### config.mk
export PLATFORM = sky130hd
export DESIGN_NAME = base64_stream_encoder
export DESIGN_NICKNAME = d
export VERILOG_FILES = /design/src/sv/b64_pkg.sv /design/src/sv/base64_stream_encoder.sv /design/src/sv/b64_front.sv /design/src/sv/b64_queue.sv /design/src/sv/b64_back.sv
export SDC_FILE = /design/constraint.sdc
export NUM_CORES = 1
export LEC_CHECK = 0
export ABC_AREA = 1
export BUFFER_PORTS_ARGS = -buffer_cell sky130_fd_sc_hd__buf_2
export CELL_PAD_IN_SITES_DETAIL_PLACEMENT = 1
export CELL_PAD_IN_SITES_GLOBAL_PLACEMENT = 2
export CORE_MARGIN = 2
export CORE_UTILIZATION = 40
export CTS_CLUSTER_SIZE = 16
export DETAILED_ROUTE_END_ITERATION = 10
export GPL_ROUTABILITY_DRIVEN = 0
export HOLD_SLACK_MARGIN = 0.03
export PLACE_DENSITY_LB_ADDON = 0.1
export SLEW_MARGIN = 40
export SYNTH_ARGS = -nofsm -noshare
export SYNTH_HDL_FRONTEND = slang
export SYNTH_SLANG_ARGS = --single-unit
### constraint.sdc
create_clock -name clk -period 4.82 [get_ports clk]
set_input_delay 0.964 -clock clk [delete_from_list [all_inputs] [get_ports clk]]
set_output_delay 0.964 -clock clk [all_outputs]
set_load 0.05 [all_outputs]
### src/sv/b64_pkg.sv
`default_nettype none
package b64_pkg;

  // Number of pending groups the queue between front and back can hold.
  localparam int unsigned QDEPTH = 2;

  localparam logic [6:0] PAD_CHAR = 7'd61;

  // One group of up to three bytes, ready to be turned into four characters.
  typedef struct packed {
    logic [23:0] bits;   // first byte in the top eight bits
    logic [1:0]  pad;    // number of trailing '=' characters (0 to 2)
    logic        last;   // group closes the message
  } grp_t;

  // Standard alphabet lookup of one 6-bit slice.
  function automatic logic [6:0] b64_char(input logic [5:0] v);
    logic [6:0] w;
    w = {1'b0, v};
    if (v < 6'd26) begin
      return w + 7'd65;
    end else if (v < 6'd52) begin
      return w + 7'd71;
    end else if (v < 6'd62) begin
      return w - 7'd4;
    end else if (v == 6'd62) begin
      return 7'd43;
    end else begin
      return 7'd47;
    end
  endfunction

endpackage
`default_nettype wire

### src/sv/base64_stream_encoder.sv
// Path: with the back part idle, a group closed by an accepted byte is written into the queue,
// loaded into the back's group register, and its first character registered as out_valid rises.
// Throughput: four characters per group at one character per cycle on the output side while
// out_ready is high, so sustained input is set by the single character serializer.
// A byte that only fills the hold registers is taken every cycle while the queue has room.
// Reset (rst_n, synchronous, active low) empties the hold count, the queue and the output.
`default_nettype none
module base64_stream_encoder (
  input  wire        clk,
  input  wire        rst_n,
  input  wire        in_valid,
  output logic       in_ready,
  input  wire [7:0]  in_data_byte,
  input  wire        in_is_last,
  output logic       out_valid,
  input  wire        out_ready,
  output logic [6:0] out_char,
  output logic       out_end_of_text
);
  import b64_pkg::*;

  // The front collects bytes into groups of three and classifies the
  // closing byte. Each finished group is a single queue transaction.
  logic  in_accept;
  logic  push;
  grp_t  push_grp;
  logic  not_full;
  logic  q_valid;
  logic  pop;
  grp_t  q_grp;

  // Input is taken whenever the queue has room, so a closing byte can
  // always be written. Bytes that are only held are refused too while the queue is full.
  assign in_ready  = not_full;
  assign in_accept = in_valid && in_ready;

  b64_front u_front (
    .clk          (clk),
    .rst_n        (rst_n),
    .in_valid     (in_valid),
    .in_accept    (in_accept),
    .in_data_byte (in_data_byte),
    .in_is_last   (in_is_last),
    .push         (push),
    .push_grp     (push_grp)
  );

  // Two groups of slack let the front keep accepting while the back
  // serializes or while the output side stalls.
  b64_queue u_queue (
    .clk      (clk),
    .rst_n    (rst_n),
    .push     (push),
    .push_grp (push_grp),
    .not_full (not_full),
    .q_valid  (q_valid),
    .pop      (pop),
    .q_grp    (q_grp)
  );

  // The back emits the four characters of a group one per cycle while out_ready is high,
  // through a registered output; the next group is loaded as the fourth enters it.
  b64_back u_back (
    .clk             (clk),
    .rst_n           (rst_n),
    .q_valid         (q_valid),
    .q_grp           (q_grp),
    .pop             (pop),
    .out_valid       (out_valid),
    .out_ready       (out_ready),
    .out_char        (out_char),
    .out_end_of_text (out_end_of_text)
  );

endmodule
`default_nettype wire

### src/sv/b64_front.sv
`default_nettype none
module b64_front (
  input  wire              clk,
  input  wire              rst_n,
  input  wire              in_valid,
  input  wire              in_accept,
  input  wire [7:0]        in_data_byte,
  input  wire              in_is_last,
  output logic             push,
  output b64_pkg::grp_t    push_grp
);
  import b64_pkg::*;

  logic [1:0] cnt_r, cnt_nxt;
  logic [7:0] held_r [2];

  // A group is released by the third byte of a group or by the last byte.
  assign push = in_accept && (cnt_r[1] || in_is_last);

  always_comb begin
    push_grp = '0;
    cnt_nxt  = cnt_r;
    if (cnt_r[1]) begin
      push_grp.bits = {held_r[0], held_r[1], in_data_byte};
      push_grp.pad  = 2'd0;
      push_grp.last = in_is_last;
    end else if (cnt_r[0]) begin
      push_grp.bits = {held_r[0], in_data_byte, 8'd0};
      push_grp.pad  = 2'd1;
      push_grp.last = 1'b1;
    end else begin
      push_grp.bits = {in_data_byte, 16'd0};
      push_grp.pad  = 2'd2;
      push_grp.last = 1'b1;
    end
    if (in_accept) begin
      if (cnt_r[1] || in_is_last) begin
        cnt_nxt = 2'd0;
      end else begin
        cnt_nxt = cnt_r + 2'd1;
      end
    end
  end

  always_ff @(posedge clk) begin
    if (!rst_n) begin
      cnt_r <= 2'd0;
    end else begin
      cnt_r <= cnt_nxt;
    end
  end

  always_ff @(posedge clk) begin
    if (in_accept && !cnt_r[1] && !in_is_last) begin
      held_r[cnt_r[0]] <= in_data_byte;
    end
  end

  // in_valid is only used by the checks below.
`ifndef ASSERT_OFF
  a_accept_needs_valid: assert property (@(posedge clk) disable iff (!rst_n)
    in_accept |-> in_valid) else $error("front accepted without valid");
  a_cnt_range: assert property (@(posedge clk) disable iff (!rst_n)
    cnt_r != 2'd3) else $error("hold count out of range");
  a_last_clears: assert property (@(posedge clk) disable iff (!rst_n)
    (in_accept && in_is_last) |=> cnt_r == 2'd0) else $error("last byte left bytes held");
`endif

endmodule
`default_nettype wire

### src/sv/b64_queue.sv
`default_nettype none
module b64_queue (
  input  wire              clk,
  input  wire              rst_n,
  input  wire              push,
  input  b64_pkg::grp_t    push_grp,
  output logic             not_full,
  output logic             q_valid,
  input  wire              pop,
  output b64_pkg::grp_t    q_grp
);
  import b64_pkg::*;

  localparam int unsigned PW = $clog2(QDEPTH);

  grp_t            mem_r [QDEPTH];
  logic [PW-1:0]   wr_ptr_r, rd_ptr_r;
  logic [PW:0]     count_r, count_nxt;
  logic            do_pop;

  assign not_full = count_r != (PW+1)'(QDEPTH);
  assign q_valid  = count_r != '0;
  assign q_grp    = mem_r[rd_ptr_r];
  assign do_pop   = pop && q_valid;

  always_comb begin
    count_nxt = count_r;
    if (push && !do_pop) begin
      count_nxt = count_r + 1'b1;
    end else if (!push && do_pop) begin
      count_nxt = count_r - 1'b1;
    end
  end

  always_ff @(posedge clk) begin
    if (!rst_n) begin
      wr_ptr_r <= '0;
      rd_ptr_r <= '0;
      count_r  <= '0;
    end else begin
      count_r <= count_nxt;
      if (push) begin
        wr_ptr_r <= wr_ptr_r + 1'b1;
      end
      if (do_pop) begin
        rd_ptr_r <= rd_ptr_r + 1'b1;
      end
    end
  end

  always_ff @(posedge clk) begin
    if (push) begin
      mem_r[wr_ptr_r] <= push_grp;
    end
  end

`ifndef ASSERT_OFF
  a_no_overflow: assert property (@(posedge clk) disable iff (!rst_n)
    push |-> not_full) else $error("queue written while full");
  a_count_range: assert property (@(posedge clk) disable iff (!rst_n)
    count_r <= (PW+1)'(QDEPTH)) else $error("queue count out of range");
  a_count_up: assert property (@(posedge clk) disable iff (!rst_n)
    (push && !do_pop) |=> count_r == $past(count_r) + 1'b1)
    else $error("queue count did not follow a write");
`endif

endmodule
`default_nettype wire

### src/sv/b64_back.sv
`default_nettype none
module b64_back (
  input  wire              clk,
  input  wire              rst_n,
  input  wire              q_valid,
  input  b64_pkg::grp_t    q_grp,
  output logic             pop,
  output logic             out_valid,
  input  wire              out_ready,
  output logic [6:0]       out_char,
  output logic             out_end_of_text
);
  import b64_pkg::*;

  grp_t       cur_r;
  logic       busy_r;
  logic [1:0] idx_r;
  logic       ov_r;
  logic [6:0] char_r;
  logic       eot_r;
  logic       adv;
  logic [5:0] slice;
  logic [6:0] char_nxt;

  // While a group is loaded, a character moves into the output register whenever it is empty or drained.
  assign adv = busy_r && (!ov_r || out_ready);
  assign pop = !busy_r || (adv && idx_r == 2'd3);

  always_comb begin
    unique case (idx_r)
      2'd0: slice = cur_r.bits[23:18];
      2'd1: slice = cur_r.bits[17:12];
      2'd2: slice = cur_r.bits[11:6];
      2'd3: slice = cur_r.bits[5:0];
      default: slice = cur_r.bits[5:0];
    endcase
    if ({1'b0, idx_r} < 3'd4 - {1'b0, cur_r.pad}) begin
      char_nxt = b64_char(slice);
    end else begin
      char_nxt = PAD_CHAR;
    end
  end

  always_ff @(posedge clk) begin
    if (!rst_n) begin
      busy_r <= 1'b0;
      idx_r  <= 2'd0;
      ov_r   <= 1'b0;
    end else begin
      if (pop && q_valid) begin
        busy_r <= 1'b1;
        idx_r  <= 2'd0;
      end else if (adv) begin
        if (idx_r == 2'd3) begin
          busy_r <= 1'b0;
        end
        idx_r <= idx_r + 2'd1;
      end
      if (adv) begin
        ov_r <= 1'b1;
      end else if (out_ready) begin
        ov_r <= 1'b0;
      end
    end
  end

  always_ff @(posedge clk) begin
    if (pop && q_valid) begin
      cur_r <= q_grp;
    end
    if (adv) begin
      char_r <= char_nxt;
      eot_r  <= (idx_r == 2'd3) && cur_r.last;
    end
  end

  assign out_valid       = ov_r;
  assign out_char        = char_r;
  assign out_end_of_text = eot_r;

`ifndef ASSERT_OFF
  a_idx_while_busy: assert property (@(posedge clk) disable iff (!rst_n)
    (busy_r && idx_r != 2'd0) |-> $past(busy_r)) else $error("index moved while idle");
  a_last_pad: assert property (@(posedge clk) disable iff (!rst_n)
    (adv && idx_r == 2'd3 && cur_r.pad != 2'd0) |=> out_char == PAD_CHAR)
    else $error("partial group did not end in padding");
  a_double_pad: assert property (@(posedge clk) disable iff (!rst_n)
    (adv && idx_r == 2'd2 && cur_r.pad == 2'd2) |=> out_char == PAD_CHAR)
    else $error("one-byte group missing first pad");
`endif

endmodule
`default_nettype wire
-- Word-level counts from Yosys, hierarchy flattened
Memory sizes are Yosys's and may differ from the RTL's. A register that Yosys moved wholly into a read port is not among the register bits.
Cells that the tools add are included.
Widths: inputs -> output; s select.
- bitwise gates (word level): 1
- magnitude comparators: 4
- eq/ne operators: 5
- $add $sub $neg: 10
- mux-type cells: 19
- reduce and logical (&&, ||, !) cells: 27
- operator list (operator ; count):
    $mux 27 ; 2
    $pmux 6 s4 ; 1
    $mux 7 ; 3
    $add 6x7->7 const B ; 2
    $lt 6x6->1 const B ; 2
    $logic_and 1x1->1 ; 10
    $reduce_bool 2->1 ; 5
    $mux 1 ; 9
    $sub 6x3->7 const B ; 1
    $add 2x1->2 const B ; 3
    $eq 6x6->1 const B ; 1
    $logic_not 1->1 ; 6
    $lt 6x5->1 const B ; 1
    $mux 2 ; 3
    $eq 2x2->1 const B ; 2
    $logic_or 1x1->1 ; 3
    $lt 2x3->1 ; 1
    $mux 3 ; 1
    $sub 3x2->3 const A ; 1
    $add 1x1->1 const B ; 2
    $eq 2x1->1 const B ; 1
    $logic_not 2->1 ; 1
    $ne 2x2->1 const B ; 1
    $reduce_and 2->1 ; 1
    3 further kinds ; 3
- logic and storage cells: 77
- register bits: 18
- bits in writable memories: 70
- output and inout port bits: 10
- memories: 2
- memories (name ; words ; width ; read ports ; clocked after memory_dff ; wr ports ; line ; RTL):
    u_queue.mem_r ; 2 ; 27 ; 1 ; 1 ; 1 ; b64_queue.sv:16 ; grp_t mem_r [QDEPTH];
    u_front.held_r ; 2 ; 8 ; 2 ; 0 ; 1 ; b64_front.sv:15 ; logic [7:0] held_r [2];

-- Logic depth before layout (Yosys ltp)
- depth in word-level cells: 9
- depth in mapped cells: 15
- depth with buffers taken out: 15

-- Cells and area by module
A second synthesis with hierarchy kept.
- cell total of the unflattened synthesis: 434
- area, all modules: 5300.1 µm²
- modules (own cells, without submodules) (module ; area each (µm²) ; times used ; cells each ; seq. area each (µm²)):
    b64_queue ; 2287.2 ; 1 ; 120 ; 1721.7
    b64_back ; 2047.0 ; 1 ; 214 ; 1131.1
    b64_front ; 958.4 ; 1 ; 98 ; 520.5
    base64_stream_encoder ; 7.5 ; 1 ; 2 ; 0.0

-- Worst setup path before layout
No wires, ideal clock.
- path kind: input to register
- from: input port out_ready
- to: register u_queue.count_r[1]
- path buffers: 0
- data arrival time: 3564 ps
- required time: 4698 ps
- cell stages on the path: 10
- path slack: 1134 ps
- cell sequence: inv_1 > nand2_1 > a21oi_1 > a21oi_1 > inv_1 > ha_1 > a21oi_1 > o21ai_0 > o21ai_0 > a21oi_1
- longest elaborated chain between the ends: 8
- elaborated cells on any way between the ends: 10
- classes of those cells: mux: 1; reduce/logical: 9
- RTL lines (what ; line ; RTL):
    start: declaration ; base64_stream_encoder.sv:16 ; input wire out_ready,
    $logic_or 1x1->1 (*) ; b64_back.sv:26 ; assign adv = busy_r && (!ov_r || out_ready);
    $logic_and 1x1->1 (*) ; b64_back.sv:26 ;
    $logic_and 1x1->1 (*) ; b64_back.sv:27 ; assign pop = !busy_r || (adv && idx_r == 2'd3);
    $logic_or 1x1->1 (*) ; b64_back.sv:27 ;
    $logic_and 1x1->1 (*) ; b64_queue.sv:24 ; assign do_pop = pop && q_valid;
    named net u_queue.do_pop ; b64_queue.sv:19 ; logic do_pop;
    $logic_not 1->1 ; b64_queue.sv:28 ; if (push && !do_pop) begin
    $logic_and 1x1->1 ; b64_queue.sv:28 ;
    $mux 2 or $reduce_bool 2->1 (tied branches) ; - ;
    end signal: assignment ; b64_queue.sv:41 ; count_r <= count_nxt;
    end: declaration ; b64_queue.sv:18 ; logic [PW:0] count_r, count_nxt;
The timed path passes the listed nets; every way through them passes the cells marked *.
A chain may end at the register's enable or synchronous reset.

-- Worst setup path in the final report
- from: register u_back.idx_r[0]
- to: register u_back.char_r[1] (netlist: u_back.out_char[1]), data pin
- longest elaborated chain between the ends: 6
- elaborated cells on any way between the ends: 15
- classes of those cells: add/sub: 3; order compare: 4; eq/ne: 3; mux: 4; reduce/logical: 1
- RTL lines (what ; line ; RTL):
    start: declaration ; b64_back.sv:17 ; logic [1:0] idx_r;
    start signal: assignment ; b64_back.sv:57 ; idx_r <= idx_r + 2'd1;
    $eq 2x2->1 (tied with other cells) ; b64_back.sv:30 ; unique case (idx_r)
    $pmux 6 s4 ; b64_back.sv:30 ;
    $sub 6x3->7 or $lt 6x6->1 (tied branches) ; b64_pkg.sv:25, b64_pkg.sv:24 ;
    $mux 7 ; b64_pkg.sv:24 ; end else if (v < 6'd62) begin
    $mux 7 ; b64_pkg.sv:22 ; end else if (v < 6'd52) begin
    $mux 7 ; b64_pkg.sv:20 ; if (v < 6'd26) begin
    end signal: assignment ; b64_back.sv:72 ; char_r <= char_nxt;
    end: declaration ; b64_back.sv:19 ; logic [6:0] char_r;
Several ways; a longest one is shown, not always the timed one.

==> flow_summary.ini <==
[route]
wl_um = 9844
drt-initial-drc-count = 136
drt-wirelength-per-cell_um = 14.39
num_vias = 3203
drtAntennaViolNets = 0
drt-pass1-iter-count = 4
drc = 0
routed_via_density = 4.683

[global_route]
grt_pass1_vias = 3394
antenna_found_initial = 0
grt-ovfl-total = 0
met1_usage_pct = 19.37
met3_usage_pct = 3.923
met2_usage_pct = 28.62
grt_usage_pct = 16.52
grt_pass1_wl_um = 16540
grt_max_degree = 32
top_usage_layer = met2

[cells_and_area]
drive_gt1_share_pct = 15.31
nets = 528
area_growth_syn_to_layout_pct = 17.37
n_antenna_cell = 0

[floorplan]
io_pins = 23
initial_core_util_pct = 41.17
core_area_sq_um = 12110
fp.dieW_um = 115.6
rows = 40
die_y_um = 115.6
fp.dieArea_sq_um = 13370

[sta]
fin_skew_ns = 0.02056
rsz0062_at_grt = false
holdWs_ns = 0.4726
setup_viol = 0
slew_viol_final = 0
max_slew_margin_pct = 49.93
fin_crit_sh_pct = 51.26
min_period_ns = 2.471
worstMarginPinSlew_ns = 0.7500
hold_viol_final = 0
fmax_ghz = 0.4047
fin_setup_tns_ns = 0

[pwr]
p_leak_uw = 0.002392
worst_ir_drop_vdd_mv = 0.2547
power.density_nw_per_um2 = 670.0
power_uw = 3921

[min_path]
hp-class = register to register
min_from = u_back.busy_r$_SDFFE_PN0P_
min_to = u_back.out_valid$_SDFFE_PN0P_
hold_depth = 2

[yosys]
syn_area_sq_um = 4986
ys_ff_latch = 115
ys_seq_area_share_pct = 67.25
syn_avg_cell_area_sq_um = 10.65
syn_nets = 493
netlist_instances = 468
yosys_warnings = 0
synthDistinctLibCells = 33

[setup_path]
startpoint_type = register
r2r_start = u_back.idx_r[0]$_SDFFE_PP0P_
crit_arrival_ns = 2.62
crit_type = register to register
critPathCaptureType = register
timing.rr.end = u_back.out_char[1]$_SDFFCE_PP0P_
crit_path_start = u_back.idx_r[0]$_SDFFE_PP0P_
worstPathMaxFanout = 11
reg2reg_slack_ns = 2.35
cp.required_ns = 4.97
rr_worst_depth = 11

[clock_tree]
cts.clk_slew.worst_paths_ns = 0.05
clkLatencyLatePin_ns = 0.41
clock_path_buffers = 2
tritoncts = built
clkSinkCount = 115
cts_hold_buf = 0
cts_resized = 0
htreeDepth = 4
post_cts_buffers = 0
cts_buffers = 17
cts-root-buf = clkbuf_16

[status]
status = complete, no violations

[job]
maxCapViolations = 0

[place]
port_buffers = 22
dp_hpwl_um = 7091
layout make-up:
class	count	area, sq um
multi-input combinational	292	1404
sequential	115	3353
inverter	51	193.9
timing repair buffer	26	140.1
clock inverter	13	117.6
fill	1346	6260
tap	168	210.2
clock buffer	19	432.9
worst max path at each step:
| stage | end | depth (start not counted) |
|---|---|---|
| 2_1_floorplan | u_queue.count_r[1]$_SDFFE_PN0P_ | 10 |
| 3_3_place_gp | u_queue.count_r[1]$_SDFFE_PN0P_ | 12 |
| 3_5_place_dp | u_queue.count_r[1]$_SDFFE_PN0P_ | 12 |
| 4_1_cts | u_back.out_char[4]$_SDFFCE_PP1P_ | 11 |
| 5_1_grt | u_queue.count_r[1]$_SDFFE_PN0P_ | 10 |
| 6_report | u_back.out_char[1]$_SDFFCE_PP0P_ | 11 |
synth_stat cells:
| library cell | instances | area share [%] |
|---|---|---|
| o211ai_1 | 1 | 0.15 |
| nor3_1 | 1 | 0.10 |
| o21ai_0 | 15 | 1.5 |
| inv_2 | 3 | 0.23 |
| edfxtp_1 | 105 | 63 |
| nor2_1 | 41 | 3.1 |
| o21ai_1 | 1 | 0.10 |
| clkinv_1 | 1 | 0.075 |
| a211oi_1 | 1 | 0.15 |
| o21ai_2 | 3 | 0.53 |
| nand3_1 | 12 | 1.2 |
| o21bai_2 | 1 | 0.23 |
| or2_2 | 2 | 0.25 |
| inv_1 | 46 | 3.5 |
| buf_1 | 2 | 0.15 |
| clkbuf_1 | 6 | 0.45 |
| nand2_2 | 2 | 0.25 |
| mux2_2 | 1 | 0.23 |
| nor2_2 | 2 | 0.25 |
| a21oi_1 | 19 | 1.9 |
| inv_4 | 1 | 0.13 |
| a21oi_4 | 1 | 0.33 |
| ha_1 | 12 | 3.0 |
| xor2_1 | 3 | 0.53 |
| o21ai_4 | 1 | 0.33 |
| nand2_1 | 165 | 12 |
| nand3_2 | 1 | 0.20 |
| nand4_1 | 4 | 0.50 |
| buf_4 | 1 | 0.15 |
| nand2_4 | 2 | 0.45 |
| buf_6 | 1 | 0.23 |
| dfxtp_1 | 10 | 4.0 |
| or2_4 | 1 | 0.18 |
metal layers:
metal,wire [um],part of all wire [%]
met2,5043,51
met4,174,1.8
met1,4491,46
met3,135,1.4
met5,0,0
power breakdown:
part	internal (uW)	switching [uW]
clock	746	403
sequential	1400	62.5
combinational	369	944
total	2510	1410
state kept, by name (all words and copies together), names as in the netlist:
| register | count |
|---|---|
| u_back.out_char | 7 |
| u_back.idx_r | 2 |
| u_back.out_valid | 1 |
| u_queue.mem_r | 54 |
| u_front.held_r | 16 |
| u_queue.count_r | 2 |
| u_back.out_end_of_text | 1 |
| u_back.busy_r | 1 |
| u_front.cnt_r | 2 |
| u_queue.wr_ptr_r | 1 |
| u_queue.rd_ptr_r | 1 |
| u_back.cur_r | 27 |
per-stage QoR:
stage | cell area, sq um | worst slack, ns | util [%] | std cells
4_1_cts | 5849 | 2.302 | 48.30 | 684
5_1_grt | 5852 | 2.076 | 48.32 | 684
3_5_place_dp | 5299 | 2.090 | 43.75 | 652
3_3_place_gp | 5296 | 2.123 | 43.73 | 652
2_1_floorplan | 4986 | 1.134 | - | 468
6_report | 5852 | 2.349 | 48.32 | 684
cells by family (layout without fill, tap and decap cells):
| logic type | Yosys count | in the layout | share of synthesized area (%) |
|---|---|---|---|
| simple gates | 233 | 233 | 18.90 |
| buf+inv | 61 | 109 | 4.868 |
| flops | 115 | 115 | 67.25 |
| compound gates | 43 | 43 | 5.220 |
| xor+xnor | 3 | 3 | 0.5271 |
| fa+ha+maj | 12 | 12 | 3.011 |
| mux | 1 | 1 | 0.2258 |
critical path, stage by stage, from the launching register on:
cell,delay [ns]
dfxtp_1,0.40
inv_1,0.10
ha_1,0.24
inv_2,0.17
nand2_1,0.09
o21ai_2,0.28
inv_1,0.13
ha_1,0.30
a21oi_4,0.22
nand2_4,0.11
o21ai_1,0.13
nor2_1,0.05
layout by cell type, fill, tap and decap left out, drive strengths merged, types with 2 or more instances in the layout:
| cell type | synthesis | final |
|---|---|---|
| nand4 | 4 | 4 |
| bufinv | 0 | 2 |
| ha | 12 | 12 |
| o21ai | 20 | 20 |
| edfxtp | 105 | 105 |
| clkinv | 1 | 8 |
| nand3 | 13 | 13 |
| clkbuf | 6 | 19 |
| nand2 | 169 | 169 |
| inv | 50 | 51 |
| xor2 | 3 | 3 |
| nor2 | 43 | 43 |
| or2 | 3 | 3 |
| buf | 4 | 26 |
| a21oi | 20 | 20 |
| dfxtp | 10 | 10 |
| clkinvlp | 0 | 3 |
(Power assumes the default switching activity.)
